==> config.mk <==
export PLATFORM = sky130hd
export DESIGN_NAME = bounded_double_ended_queue
export DESIGN_NICKNAME = d
export VERILOG_FILES = /design/src/hdl/bdq_pkg.sv /design/src/hdl/bdq_ram.sv /design/src/hdl/bdq_front.sv /design/src/hdl/bdq_opq.sv /design/src/hdl/bdq_back.sv /design/src/hdl/bounded_double_ended_queue.sv
export SDC_FILE = /design/constraint.sdc
export NUM_CORES = 2
export LEC_CHECK = 0
export BUFFER_PORTS_ARGS = -buffer_cell sky130_fd_sc_hd__buf_2
export CORE_AREA = 4 4 408 410
export CTS_BUF_LIST = sky130_fd_sc_hd__clkbuf_8
export CTS_CLUSTER_SIZE = 20
export DETAILED_ROUTE_END_ITERATION = 16
export DIE_AREA = 0 0 412 414
export GPL_ROUTABILITY_DRIVEN = 0
export PLACE_DENSITY = 0.7
export SYNTH_ARGS = -nofsm -noshare
export SYNTH_HDL_FRONTEND = slang
export SYNTH_SLANG_ARGS = --single-unit
==> constraint.sdc <==
create_clock -name aclk -period 7.1 [get_ports aclk]
set_input_delay 1.42 -clock aclk [delete_from_list [all_inputs] [get_ports aclk]]
set_output_delay 1.42 -clock aclk [all_outputs]
set_load 0.1 [all_outputs]
==> src/hdl/bdq_pkg.sv <==
package bdq_pkg;

    localparam int DEPTH_DEF      = 64;
    localparam int DATA_WIDTH_DEF = 32;

    localparam int CMD_W    = 3;
    localparam int STATUS_W = 2;

    localparam logic [CMD_W-1:0] CMD_PUSH_FRONT = 3'd0;
    localparam logic [CMD_W-1:0] CMD_PUSH_BACK  = 3'd1;
    localparam logic [CMD_W-1:0] CMD_DROP_FRONT = 3'd2;
    localparam logic [CMD_W-1:0] CMD_DROP_BACK  = 3'd3;
    localparam logic [CMD_W-1:0] CMD_DUMP       = 3'd4;

    localparam logic [STATUS_W-1:0] STAT_OK    = 2'd0;
    localparam logic [STATUS_W-1:0] STAT_EMPTY = 2'd1;
    localparam logic [STATUS_W-1:0] STAT_FULL  = 2'd2;

    // Work passed from the front end to the back end.
    typedef enum logic [1:0] {
        OP_WRITE  = 2'd0,
        OP_STATUS = 2'd1,
        OP_DUMP   = 2'd2
    } op_kind_t;

    typedef struct packed {
        op_kind_t            kind;
        logic [STATUS_W-1:0] status;
    } op_ctrl_t;

    typedef struct packed {
        logic                dump;
        logic                last;
        logic [STATUS_W-1:0] status;
    } res_meta_t;

endpackage

==> src/hdl/bdq_ram.sv <==
module bdq_ram #(
    parameter int WIDTH = bdq_pkg::DATA_WIDTH_DEF,
    parameter int DEPTH = bdq_pkg::DEPTH_DEF
) (
    input  logic                     aclk,
    input  logic                     wr_en,
    input  logic [$clog2(DEPTH)-1:0] wr_addr,
    input  logic [WIDTH-1:0]         wr_data,
    input  logic                     rd_en,
    input  logic [$clog2(DEPTH)-1:0] rd_addr,
    output logic [WIDTH-1:0]         rd_data
);

    logic [WIDTH-1:0] mem [DEPTH];
    logic [WIDTH-1:0] rd_data_reg;

    always_ff @(posedge aclk) begin
        if (wr_en) begin
            mem[wr_addr] <= wr_data;
        end
        if (rd_en) begin
            rd_data_reg <= mem[rd_addr];
        end
    end

    assign rd_data = rd_data_reg;

endmodule

==> src/hdl/bdq_front.sv <==
module bdq_front #(
    parameter int DEPTH      = bdq_pkg::DEPTH_DEF,
    parameter int DATA_WIDTH = bdq_pkg::DATA_WIDTH_DEF
) (
    input  logic                           aclk,
    input  logic                           aresetn,
    input  logic                           s_valid,
    output logic                           s_ready,
    input  logic [bdq_pkg::CMD_W-1:0]      s_cmd,
    input  logic signed [DATA_WIDTH-1:0]   s_value,
    input  logic                           q_full,
    output logic                           q_push,
    output bdq_pkg::op_ctrl_t              q_ctrl,
    output logic [$clog2(DEPTH)-1:0]       q_addr,
    output logic [$clog2(DEPTH+1)-1:0]     q_count,
    output logic [DATA_WIDTH-1:0]          q_data
);

    localparam int PTR_W = $clog2(DEPTH);
    localparam int CNT_W = $clog2(DEPTH + 1);

    logic [PTR_W-1:0] front_idx_reg, front_idx_next;
    logic [CNT_W-1:0] count_reg, count_next;

    logic             accept;
    logic             is_full;
    logic             is_empty;
    logic [PTR_W-1:0] front_dec;
    logic [PTR_W-1:0] front_inc;
    logic [CNT_W:0]   back_sum;
    logic [CNT_W:0]   back_wrap;
    logic [PTR_W-1:0] back_addr;

    assign s_ready  = !q_full;
    assign accept   = s_valid && !q_full;
    assign is_full  = (count_reg == CNT_W'(DEPTH));
    assign is_empty = (count_reg == '0);

    assign front_dec = (front_idx_reg == '0) ? PTR_W'(DEPTH - 1) : front_idx_reg - 1'b1;
    assign front_inc = (front_idx_reg == PTR_W'(DEPTH - 1)) ? '0 : front_idx_reg + 1'b1;

    // Slot just past the back element, wrapped once around the ring.
    assign back_sum  = (CNT_W+1)'(front_idx_reg) + (CNT_W+1)'(count_reg);
    assign back_wrap = (back_sum >= (CNT_W+1)'(DEPTH)) ? back_sum - (CNT_W+1)'(DEPTH)
                                                        : back_sum;
    assign back_addr = back_wrap[PTR_W-1:0];

    always_comb begin
        front_idx_next = front_idx_reg;
        count_next     = count_reg;
        q_push         = 1'b0;
        q_ctrl.kind    = bdq_pkg::OP_STATUS;
        q_ctrl.status  = bdq_pkg::STAT_OK;
        q_addr         = front_idx_reg;
        q_count        = count_reg;
        q_data         = s_value;
        case (s_cmd)
            bdq_pkg::CMD_PUSH_FRONT: begin
                q_push = accept;
                q_addr = front_dec;
                if (is_full) begin
                    q_ctrl.status = bdq_pkg::STAT_FULL;
                end else begin
                    q_ctrl.kind = bdq_pkg::OP_WRITE;
                    if (accept) begin
                        front_idx_next = front_dec;
                        count_next     = count_reg + 1'b1;
                    end
                end
            end
            bdq_pkg::CMD_PUSH_BACK: begin
                q_push = accept;
                q_addr = back_addr;
                if (is_full) begin
                    q_ctrl.status = bdq_pkg::STAT_FULL;
                end else begin
                    q_ctrl.kind = bdq_pkg::OP_WRITE;
                    if (accept) begin
                        count_next = count_reg + 1'b1;
                    end
                end
            end
            bdq_pkg::CMD_DROP_FRONT: begin
                q_push = accept;
                if (is_empty) begin
                    q_ctrl.status = bdq_pkg::STAT_EMPTY;
                end else if (accept) begin
                    front_idx_next = front_inc;
                    count_next     = count_reg - 1'b1;
                end
            end
            bdq_pkg::CMD_DROP_BACK: begin
                q_push = accept;
                if (is_empty) begin
                    q_ctrl.status = bdq_pkg::STAT_EMPTY;
                end else if (accept) begin
                    count_next = count_reg - 1'b1;
                end
            end
            bdq_pkg::CMD_DUMP: begin
                q_push = accept;
                if (is_empty) begin
                    q_ctrl.status = bdq_pkg::STAT_EMPTY;
                end else begin
                    q_ctrl.kind = bdq_pkg::OP_DUMP;
                end
            end
            default: begin
                // Unknown commands are consumed without any effect.
                q_push = 1'b0;
            end
        endcase
    end

    always_ff @(posedge aclk) begin
        if (!aresetn) begin
            front_idx_reg <= '0;
            count_reg     <= '0;
        end else begin
            front_idx_reg <= front_idx_next;
            count_reg     <= count_next;
        end
    end

    a_count_bound: assert property (@(posedge aclk) disable iff (!aresetn)
        count_reg <= CNT_W'(DEPTH))
        else $error("occupancy exceeds the ring size");

    a_index_bound: assert property (@(posedge aclk) disable iff (!aresetn)
        front_idx_reg <= PTR_W'(DEPTH - 1))
        else $error("front index outside the ring");

endmodule

==> src/hdl/bdq_opq.sv <==
module bdq_opq #(
    parameter int DEPTH      = bdq_pkg::DEPTH_DEF,
    parameter int DATA_WIDTH = bdq_pkg::DATA_WIDTH_DEF
) (
    input  logic                       aclk,
    input  logic                       aresetn,
    input  logic                       push,
    input  bdq_pkg::op_ctrl_t          push_ctrl,
    input  logic [$clog2(DEPTH)-1:0]   push_addr,
    input  logic [$clog2(DEPTH+1)-1:0] push_count,
    input  logic [DATA_WIDTH-1:0]      push_data,
    output logic                       full,
    input  logic                       pop,
    output logic                       head_valid,
    output bdq_pkg::op_ctrl_t          head_ctrl,
    output logic [$clog2(DEPTH)-1:0]   head_addr,
    output logic [$clog2(DEPTH+1)-1:0] head_count,
    output logic [DATA_WIDTH-1:0]      head_data
);

    localparam int PTR_W = $clog2(DEPTH);
    localparam int CNT_W = $clog2(DEPTH + 1);

    bdq_pkg::op_ctrl_t     ctrl_mem  [2];
    logic [PTR_W-1:0]      addr_mem  [2];
    logic [CNT_W-1:0]      count_mem [2];
    logic [DATA_WIDTH-1:0] data_mem  [2];

    logic       wr_ptr_reg, wr_ptr_next;
    logic       rd_ptr_reg, rd_ptr_next;
    logic [1:0] fill_reg, fill_next;

    assign full       = (fill_reg == 2'd2);
    assign head_valid = (fill_reg != 2'd0);
    assign head_ctrl  = ctrl_mem[rd_ptr_reg];
    assign head_addr  = addr_mem[rd_ptr_reg];
    assign head_count = count_mem[rd_ptr_reg];
    assign head_data  = data_mem[rd_ptr_reg];

    always_comb begin
        wr_ptr_next = wr_ptr_reg ^ push;
        rd_ptr_next = rd_ptr_reg ^ pop;
        fill_next   = fill_reg + {1'b0, push} - {1'b0, pop};
    end

    always_ff @(posedge aclk) begin
        if (push) begin
            ctrl_mem[wr_ptr_reg]  <= push_ctrl;
            addr_mem[wr_ptr_reg]  <= push_addr;
            count_mem[wr_ptr_reg] <= push_count;
            data_mem[wr_ptr_reg]  <= push_data;
        end
    end

    always_ff @(posedge aclk) begin
        if (!aresetn) begin
            wr_ptr_reg <= 1'b0;
            rd_ptr_reg <= 1'b0;
            fill_reg   <= 2'd0;
        end else begin
            wr_ptr_reg <= wr_ptr_next;
            rd_ptr_reg <= rd_ptr_next;
            fill_reg   <= fill_next;
        end
    end

    a_no_overflow: assert property (@(posedge aclk) disable iff (!aresetn)
        push |-> !full)
        else $error("operation queue overflow");

    a_no_underflow: assert property (@(posedge aclk) disable iff (!aresetn)
        pop |-> head_valid)
        else $error("operation queue underflow");

endmodule

==> src/hdl/bdq_back.sv <==
module bdq_back #(
    parameter int DEPTH      = bdq_pkg::DEPTH_DEF,
    parameter int DATA_WIDTH = bdq_pkg::DATA_WIDTH_DEF
) (
    input  logic                         aclk,
    input  logic                         aresetn,
    input  logic                         head_valid,
    input  bdq_pkg::op_ctrl_t            head_ctrl,
    input  logic [$clog2(DEPTH)-1:0]     head_addr,
    input  logic [$clog2(DEPTH+1)-1:0]   head_count,
    input  logic [DATA_WIDTH-1:0]        head_data,
    output logic                         pop,
    output logic                         ram_wr_en,
    output logic [$clog2(DEPTH)-1:0]     ram_wr_addr,
    output logic [DATA_WIDTH-1:0]        ram_wr_data,
    output logic                         ram_rd_en,
    output logic [$clog2(DEPTH)-1:0]     ram_rd_addr,
    input  logic [DATA_WIDTH-1:0]        ram_rd_data,
    output logic                         m_valid,
    input  logic                         m_ready,
    output logic signed [DATA_WIDTH-1:0] m_element,
    output logic                         m_last,
    output logic [bdq_pkg::STATUS_W-1:0] m_status
);

    localparam int PTR_W = $clog2(DEPTH);
    localparam int CNT_W = $clog2(DEPTH + 1);

    logic                         dump_active_reg;
    logic [PTR_W-1:0]             dump_addr_reg;
    logic [CNT_W-1:0]             dump_left_reg;
    logic                         s1_valid_reg;
    bdq_pkg::res_meta_t           s1_meta_reg;
    logic                         m_valid_reg;
    logic [DATA_WIDTH-1:0]        m_element_reg;
    logic                         m_last_reg;
    logic [bdq_pkg::STATUS_W-1:0] m_status_reg;

    logic               m_free;
    logic               s1_adv;
    logic               s1_free;
    logic               issue;
    logic               is_dump;
    logic               final_elem;
    logic [PTR_W-1:0]   cur_addr;
    logic [CNT_W-1:0]   cur_left;
    logic [PTR_W-1:0]   step_addr;
    bdq_pkg::res_meta_t issue_meta;

    // Stage one lines up with the registered RAM read; stage two is the output register.
    assign m_free  = !m_valid_reg || m_ready;
    assign s1_adv  = s1_valid_reg && m_free;
    assign s1_free = !s1_valid_reg || s1_adv;
    assign issue   = head_valid && s1_free;

    assign is_dump    = (head_ctrl.kind == bdq_pkg::OP_DUMP);
    assign cur_addr   = dump_active_reg ? dump_addr_reg : head_addr;
    assign cur_left   = dump_active_reg ? dump_left_reg : head_count;
    assign final_elem = (cur_left == CNT_W'(1));
    assign step_addr  = (cur_addr == PTR_W'(DEPTH - 1)) ? '0 : cur_addr + 1'b1;

    // A dump stays at the head of the queue until its final element is issued.
    assign pop = issue && (!is_dump || final_elem);

    assign ram_wr_en   = issue && (head_ctrl.kind == bdq_pkg::OP_WRITE);
    assign ram_wr_addr = head_addr;
    assign ram_wr_data = head_data;
    assign ram_rd_en   = issue && is_dump;
    assign ram_rd_addr = cur_addr;

    always_comb begin
        issue_meta.dump   = is_dump;
        issue_meta.last   = !is_dump || final_elem;
        issue_meta.status = head_ctrl.status;
    end

    always_ff @(posedge aclk) begin
        if (!aresetn) begin
            dump_active_reg <= 1'b0;
            s1_valid_reg    <= 1'b0;
            m_valid_reg     <= 1'b0;
        end else begin
            if (issue && is_dump) begin
                dump_active_reg <= !final_elem;
            end
            if (s1_free) begin
                s1_valid_reg <= issue;
            end
            if (m_free) begin
                m_valid_reg <= s1_valid_reg;
            end
        end
    end

    always_ff @(posedge aclk) begin
        if (issue && is_dump) begin
            dump_addr_reg <= step_addr;
            dump_left_reg <= cur_left - 1'b1;
        end
        if (issue) begin
            s1_meta_reg <= issue_meta;
        end
        if (s1_adv) begin
            m_element_reg <= s1_meta_reg.dump ? ram_rd_data : '0;
            m_last_reg    <= s1_meta_reg.last;
            m_status_reg  <= s1_meta_reg.status;
        end
    end

    assign m_valid   = m_valid_reg;
    assign m_element = m_element_reg;
    assign m_last    = m_last_reg;
    assign m_status  = m_status_reg;

    a_dump_holds_head: assert property (@(posedge aclk) disable iff (!aresetn)
        dump_active_reg |-> head_valid && (head_ctrl.kind == bdq_pkg::OP_DUMP))
        else $error("dump in progress without its command at the queue head");

    a_multi_only_ok: assert property (@(posedge aclk) disable iff (!aresetn)
        (m_valid && !m_last) |-> (m_status == bdq_pkg::STAT_OK))
        else $error("non-final result carries an error status");

endmodule

==> src/hdl/bounded_double_ended_queue.sv <==
// A command's first result passes through the operation queue, stage one and the output register.
// Throughput: one command per cycle while the operation queue is not full; push and drop give one result each.
// A dump of N elements holds the back end until all N are issued, one RAM read per element.
// Reset (synchronous, active low) empties the queue; store contents are not cleared.
// The two-entry operation queue between front and back sets s_ready.
module bounded_double_ended_queue #(
    parameter int DEPTH      = bdq_pkg::DEPTH_DEF,
    parameter int DATA_WIDTH = bdq_pkg::DATA_WIDTH_DEF
) (
    input  logic                         aclk,
    input  logic                         aresetn,
    input  logic                         s_valid,
    output logic                         s_ready,
    input  logic [bdq_pkg::CMD_W-1:0]    s_cmd,
    input  logic signed [DATA_WIDTH-1:0] s_value,
    output logic                         m_valid,
    input  logic                         m_ready,
    output logic signed [DATA_WIDTH-1:0] m_element,
    output logic                         m_last,
    output logic [bdq_pkg::STATUS_W-1:0] m_status
);

    localparam int PTR_W = $clog2(DEPTH);
    localparam int CNT_W = $clog2(DEPTH + 1);

    logic                  q_full;
    logic                  q_push;
    bdq_pkg::op_ctrl_t     q_ctrl;
    logic [PTR_W-1:0]      q_addr;
    logic [CNT_W-1:0]      q_count;
    logic [DATA_WIDTH-1:0] q_data;

    logic                  q_pop;
    logic                  head_valid;
    bdq_pkg::op_ctrl_t     head_ctrl;
    logic [PTR_W-1:0]      head_addr;
    logic [CNT_W-1:0]      head_count;
    logic [DATA_WIDTH-1:0] head_data;

    logic                  ram_wr_en;
    logic [PTR_W-1:0]      ram_wr_addr;
    logic [DATA_WIDTH-1:0] ram_wr_data;
    logic                  ram_rd_en;
    logic [PTR_W-1:0]      ram_rd_addr;
    logic [DATA_WIDTH-1:0] ram_rd_data;

    bdq_front #(
        .DEPTH      (DEPTH),
        .DATA_WIDTH (DATA_WIDTH)
    ) u_front (
        .aclk    (aclk),
        .aresetn (aresetn),
        .s_valid (s_valid),
        .s_ready (s_ready),
        .s_cmd   (s_cmd),
        .s_value (s_value),
        .q_full  (q_full),
        .q_push  (q_push),
        .q_ctrl  (q_ctrl),
        .q_addr  (q_addr),
        .q_count (q_count),
        .q_data  (q_data)
    );

    bdq_opq #(
        .DEPTH      (DEPTH),
        .DATA_WIDTH (DATA_WIDTH)
    ) u_opq (
        .aclk       (aclk),
        .aresetn    (aresetn),
        .push       (q_push),
        .push_ctrl  (q_ctrl),
        .push_addr  (q_addr),
        .push_count (q_count),
        .push_data  (q_data),
        .full       (q_full),
        .pop        (q_pop),
        .head_valid (head_valid),
        .head_ctrl  (head_ctrl),
        .head_addr  (head_addr),
        .head_count (head_count),
        .head_data  (head_data)
    );

    bdq_back #(
        .DEPTH      (DEPTH),
        .DATA_WIDTH (DATA_WIDTH)
    ) u_back (
        .aclk        (aclk),
        .aresetn     (aresetn),
        .head_valid  (head_valid),
        .head_ctrl   (head_ctrl),
        .head_addr   (head_addr),
        .head_count  (head_count),
        .head_data   (head_data),
        .pop         (q_pop),
        .ram_wr_en   (ram_wr_en),
        .ram_wr_addr (ram_wr_addr),
        .ram_wr_data (ram_wr_data),
        .ram_rd_en   (ram_rd_en),
        .ram_rd_addr (ram_rd_addr),
        .ram_rd_data (ram_rd_data),
        .m_valid     (m_valid),
        .m_ready     (m_ready),
        .m_element   (m_element),
        .m_last      (m_last),
        .m_status    (m_status)
    );

    bdq_ram #(
        .WIDTH (DATA_WIDTH),
        .DEPTH (DEPTH)
    ) u_store (
        .aclk    (aclk),
        .wr_en   (ram_wr_en),
        .wr_addr (ram_wr_addr),
        .wr_data (ram_wr_data),
        .rd_en   (ram_rd_en),
        .rd_addr (ram_rd_addr),
        .rd_data (ram_rd_data)
    );

endmodule

**Word level (Yosys, flattened, before mapping)**

Memories as Yosys holds them, arrays and structs flattened. A register that Yosys moved wholly into a read port is not among the register bits.
Cells that the tools add are included.

- Add/subtract/negate cells: 10
- $lt $le $gt $ge: 1
- Eq/ne operators: 18
- Muxes and demuxes: 31
- Bitwise gates (word level): 2
- Reductions and logical operators: 27

Operator list:

| operator | number |
|---|---|
| 6-bit two-way mux | 8 |
| 7-bit two-way mux | 5 |
| 6-bit one-hot mux with 2 select lines | 2 |
| 7-bit one-hot mux with 2 select lines | 1 |
| 7-bit by 1-bit subtractor with 7-bit output, second input constant | 2 |
| 6-bit by 1-bit adder with 6-bit output, second input constant | 2 |
| 6-bit == test, second input constant | 2 |
| 6-bit by 1-bit subtractor with 6-bit output, second input constant | 2 |
| 1-bit two-way mux | 11 |
| 5-bit AND reduction | 2 |
| 6-bit by 7-bit adder with 8-bit output | 1 |
| 8-bit by 7-bit >= comparator with 1-bit output, second input constant | 1 |
| 2-bit by 1-bit != test with 1-bit output, second input constant | 4 |
| 2-bit != test, second input constant | 4 |
| 2-bit one-hot mux with 2 select lines | 2 |
| 7-bit by 1-bit adder with 7-bit output, second input constant | 1 |
| 7-bit by 1-bit == test with 1-bit output, second input constant | 1 |
| 7-bit == test, second input constant | 1 |
| 7-bit zero test | 1 |
| 3-bit by 2-bit == test with 1-bit output, second input constant | 2 |
| 1-bit logical AND | 6 |
| 6-bit zero test | 1 |
| 2-bit nonzero test | 3 |
| 1-bit zero test | 5 |
| 13 further kinds | 19 |

- Register bits: 72
- Bits in writable memories: 2146
- Output and inout bits: 37
- Memories kept: 5

Memories:

| memory | words | width | rd ports | clocked after memory_dff | write ports | RTL line | text |
|---|---|---|---|---|---|---|---|
| u_store.mem | 64 | 32 | 1 | 1 | 1 | bdq_ram.sv:14 | `logic [WIDTH-1:0] mem [DEPTH];` |
| u_opq.data_mem | 2 | 32 | 1 | 1 | 1 | bdq_opq.sv:27 | `logic [DATA_WIDTH-1:0] data_mem [2];` |
| u_opq.count_mem | 2 | 7 | 1 | 1 | 1 | bdq_opq.sv:26 | `logic [CNT_W-1:0] count_mem [2];` |
| u_opq.addr_mem | 2 | 6 | 1 | 1 | 1 | bdq_opq.sv:25 | `logic [PTR_W-1:0] addr_mem [2];` |
| u_opq.ctrl_mem | 2 | 4 | 1 | 1 | 1 | bdq_opq.sv:24 | `bdq_pkg::op_ctrl_t ctrl_mem [2];` |

**Depth between registers and ports, before layout**

- Depth after elaboration: 8
- Mapped depth: 17
- Mapped depth without buffers: 13

**Modules after synthesis**

A second synthesis with hierarchy kept.

- Cell total of the unflattened synthesis: 3938
- Area, all modules: 87018.5 um^2

Modules (own cells, without submodules):

| module | instances | cells each | area an instance (um^2) | seq. area each (um^2) |
|---|---|---|---|---|
| bdq_ram | 1 | 3324 | 78835.6 | 62459.9 |
| bdq_opq | 1 | 173 | 3817.4 | 3042.9 |
| bdq_back | 1 | 201 | 2663.8 | 1621.6 |
| bdq_front | 1 | 240 | 1701.6 | 260.2 |

**Least setup slack after synthesis**

No wires, ideal clock.

- Path kind: input to register
- From: input port m_ready
- To: memory u_store.mem[56][0] (netlist name) (enable)
- Setup time: 461 ps
- Data arrival time: 4653 ps
- Data required time: 6639 ps
- Slack: 1986 ps
- Cell stages on the path: 6
- Buffers on the path: 0
- Cells stage by stage: nor2b_1 -> a21oi_1 -> o21ai_0 -> nor2_1 -> nand2_1 -> nor3_1

- Longest elaborated chain between the ends: 7

RTL lines:

| item | RTL line | text |
|---|---|---|
| start, declared | bounded_double_ended_queue.sv:17 | `input logic m_ready,` |
| 1-bit logical OR | bdq_back.sv:51 | `assign m_free = !m_valid_reg \|\| m_ready;` |
| 1-bit logical AND | bdq_back.sv:52 | `assign s1_adv = s1_valid_reg && m_free;` |
| 1-bit logical OR | bdq_back.sv:53 | `assign s1_free = !s1_valid_reg \|\| s1_adv;` |
| 1-bit logical AND | bdq_back.sv:54 | `assign issue = head_valid && s1_free;` |
| named net u_back.issue | bdq_back.sv:42 | `logic issue;` |
| 1-bit logical AND | bdq_back.sv:65 | `assign ram_wr_en = issue && (head_ctrl.kind == bdq_pkg::OP_WRITE);` |
| 1-bit two-way mux | bdq_ram.sv:18 | `if (wr_en) begin` |
| 1-bit two-way mux (implied by the code) | bdq_ram.sv:19 | `mem[wr_addr] <= wr_data;` |
| end, declared | bdq_ram.sv:14 |  |

The timed path passes the listed nets, and every way through them passes these cells.

==> reports/summary.txt <==
Width of the die: 412 um
Combinational share of power: 30.7%
Cts hold-fix bufs: 0
Worst VDD drop: 0.000320 V
Max Cap Violations: 0
Non-filler instance count after layout: 8650
Async S/R FF share, synth: 0%
Switching power: 13.8 mW
Post-Syn Area: 89100 um2
WP buf/inv: 3
Area Growth Syn to Fin: 11.0%
Status: complete, but fails checks
Clk pwr share: 26.8%
TritonCTS clock tree: done
Leading area contributor after synthesis: edfxtp_1
Die height: 414 um
Origin of the worst min-delay path: u_back.s1_meta_reg[2]$_DFFE_PP_
Static Leak: 33.6 nW
YS warnings: 0
R2r endpoint: u_store.rd_data[16]$_DFFE_PP_
Io pins: 76
FF+latch count, synth: 2251
Clock transition at the registers of the reported paths: 0.07 ns
Routed WL: 253000 um
Most frequent cells in the layout: 2230 x edfxtp_1, 1170 x nand2_1, 462 x nand3_1
Die area: 171000 um2
Latest clock arrival within the worst-skew pair: 1.07 ns
Largest net degree at the start of global routing: 162
Distinct cells, synth: 67
CP max stage cell: o211ai_1
Clk_skew: 0.108 ns
Final Max Slew Viols: 3
Post-CTS Setup Inserts: 0
Post-CTS sizing: 0
Cells after synthesis: 6004
Global Route met3 Usage: 7.71%
Failing checks: slew limit
DRC violations left: 0
Vias in the first global route: 52300
Slowest cell delay on critical path: 1.08 ns
Met2 usage: 43.3%
Clock Tree Root: clkbuf_8
Antenna violations before repair: 14
DR vias: 54700
CP required: 7.79 ns
Largest regs: u_store.mem (2048), u_opq.data_mem (64)
Delay-heaviest family, CP: buffers and inverters
Crit start category: flop
Hold WS: 0.436 ns
Worst Max-Slew Pin Slew: 1.60 ns
Share of cells above drive strength 1: 13.3%
Synth top area share: 75.1%
Crit path arrival time: 6.66 ns
Minimum clock period: 5.96 ns
Syn_nets: 6065
Hpwl dp: 143000 um
Flop pwr share: 42.5%
Most common cell after layout, fill and taps aside: edfxtp_1
Period utilisation layout: 84.0%
Total gr overflow: 0
R2r setup slk: 1.14 ns
CTS max path bufs: 4
Initial Util: 54.9%
Hold Crit Depth: 0
Port bufs: 75
P_int: 24.2 mW
Setup TNS: 0 ns
Switching Share: 36.4%
Max-slew headroom at the worst pin: -6.67%
H-tree Lvls: 5
Worst min path class: flop to flop
CTS Buf Count: 367
Synth Flop Type: edfxtp_1
Synth area leaders: edfxtp_1 75%, nand2_1 4.9%, mux2i_1 4.1%, nand3_1 2.6%, a21oi_1 1.9%
DR vias/cell: 6.32
Crit path kind: flop to flop
Fmax: 0.168 GHz
Total GRT Usage: 29.2%
Finished Core Util: 60.9%
Endpoint class of the critical path: flop
Crit-path max FO: 78
PwrDens: 384 nW/um2
Global-route wire length before repair: 363000 um
Initial DRC Count: 7893
CTS Sinks: 2251
CP Cell Sequence: mux2_2 -> o21ai_4 -> inv_8 -> buf_4 -> buf_4 -> o2111ai_1 -> o211ai_1 -> a21oi_1 -> o211ai_1 -> nand4_1
Post-route ant nets: 0
Hold Vio Cnt, Final: 0
Max reg flops: 2048
First-pass iteration count of the detailed router: 8
Busiest grt layer: met2
Unrepaired setup endpoints after global routing: false
Core area: 162000 um2
WHS Endpoint: u_back.m_last$_DFFE_PP_
# placed instances: 8019
Final setup violating endpoints: 0
Row count: 148
Reg2Reg Depth: 10
EDFF count, synth: 2230
Syn avg cell area: 14.8 um2
Met1 Track Usage GR: 40.9%
Final #Nets: 6274
Post-synthesis sequential area ratio: 75.6%
Reg with most FFs: u_store.mem
Routed len/inst: 29.3 um
==> cells by family (layout without fill, tap and decap cells) <==
logic type | after synthesis | in the layout | share of synthesized area [%]
compound gates | 824 | 824 | 6.14
xor+xnor | 20 | 20 | 0.197
fa+ha+maj | 22 | 22 | 0.326
buf+inv | 423 | 884 | 1.98
flops | 2251 | 2251 | 75.6
mux | 505 | 505 | 6.28
other cells | 0 | 10 | 0
simple gates | 1959 | 1959 | 9.47
==> synthesized netlist by cell type (47+ instances only) <==
master     count
inv_1         54
clkbuf_1     182
nand2_1     1172
o211ai_1      82
nor2_1       120
buf_1         47
buf_2        136
o22ai_1       67
mux2_2       111
a2111oi_0     48
a21oi_1      330
o21ai_0       48
edfxtp_1    2230
mux2i_1      362
nand3_1      462
==> power groups by stage <==
stage / registers [mW] / clock network, mW / logic, mW
6_report: 16.2 / 10.2 / 11.7
5_1_grt: 16.2 / 10.9 / 12.2
4_1_cts: 16.2 / 10.3 / 11.4
3_5_place_dp: 16.4 / 0 / 11.4
3_3_place_gp: 16.4 / 0 / 11.2
2_1_floorplan: 16.6 / 0 / 6.59
==> routing by layer <==
metal / wire length (um) / share of wire [%]
met1: 96200 / 38
met2: 115000 / 45
met3: 30400 / 12
met4: 11700 / 4.6
met5: 13 / 0.0051
==> per-stage QoR <==
step / area, um2 / total power, mW / setup slack, ns
finish: 98900 / 38.0 / 1.14
detailed placement: 92500 / 27.8 / 1.24
floorplan: 89100 / 23.2 / 1.99
CTS: 98900 / 37.8 / 1.43
global route: 98900 / 39.3 / 1.18
global placement: 92400 / 27.6 / 1.26
==> area by class of cell <==
class | count | area [um2]
flip-flops and latches | 2251 | 67400
clock inverters | 246 | 1230
well taps | 2175 | 2720
repair buffers | 207 | 1510
fillers | 12000 | 63500
clock buffers | 375 | 5160
multi-input cells | 3330 | 20600
diodes | 10 | 25.0
inverters | 56 | 225
==> how the worst max path moves through the flow <==
stage,startpoint,cells after the start,endpoint
detailed placement,m_ready,8,u_store.mem[9][24]$_DFFE_PP_
floorplan,m_ready,6,u_store.mem[56][0]$_DFFE_PP_
CTS,flop,10,u_store.rd_data[8]$_DFFE_PP_
global route,flop,10,u_store.rd_data[8]$_DFFE_PP_
global placement,m_ready,7,u_store.mem[6][14]$_DFFE_PP_
finish,flop,10,u_store.rd_data[16]$_DFFE_PP_
Note: power is estimated with default switching activity, not from simulation.
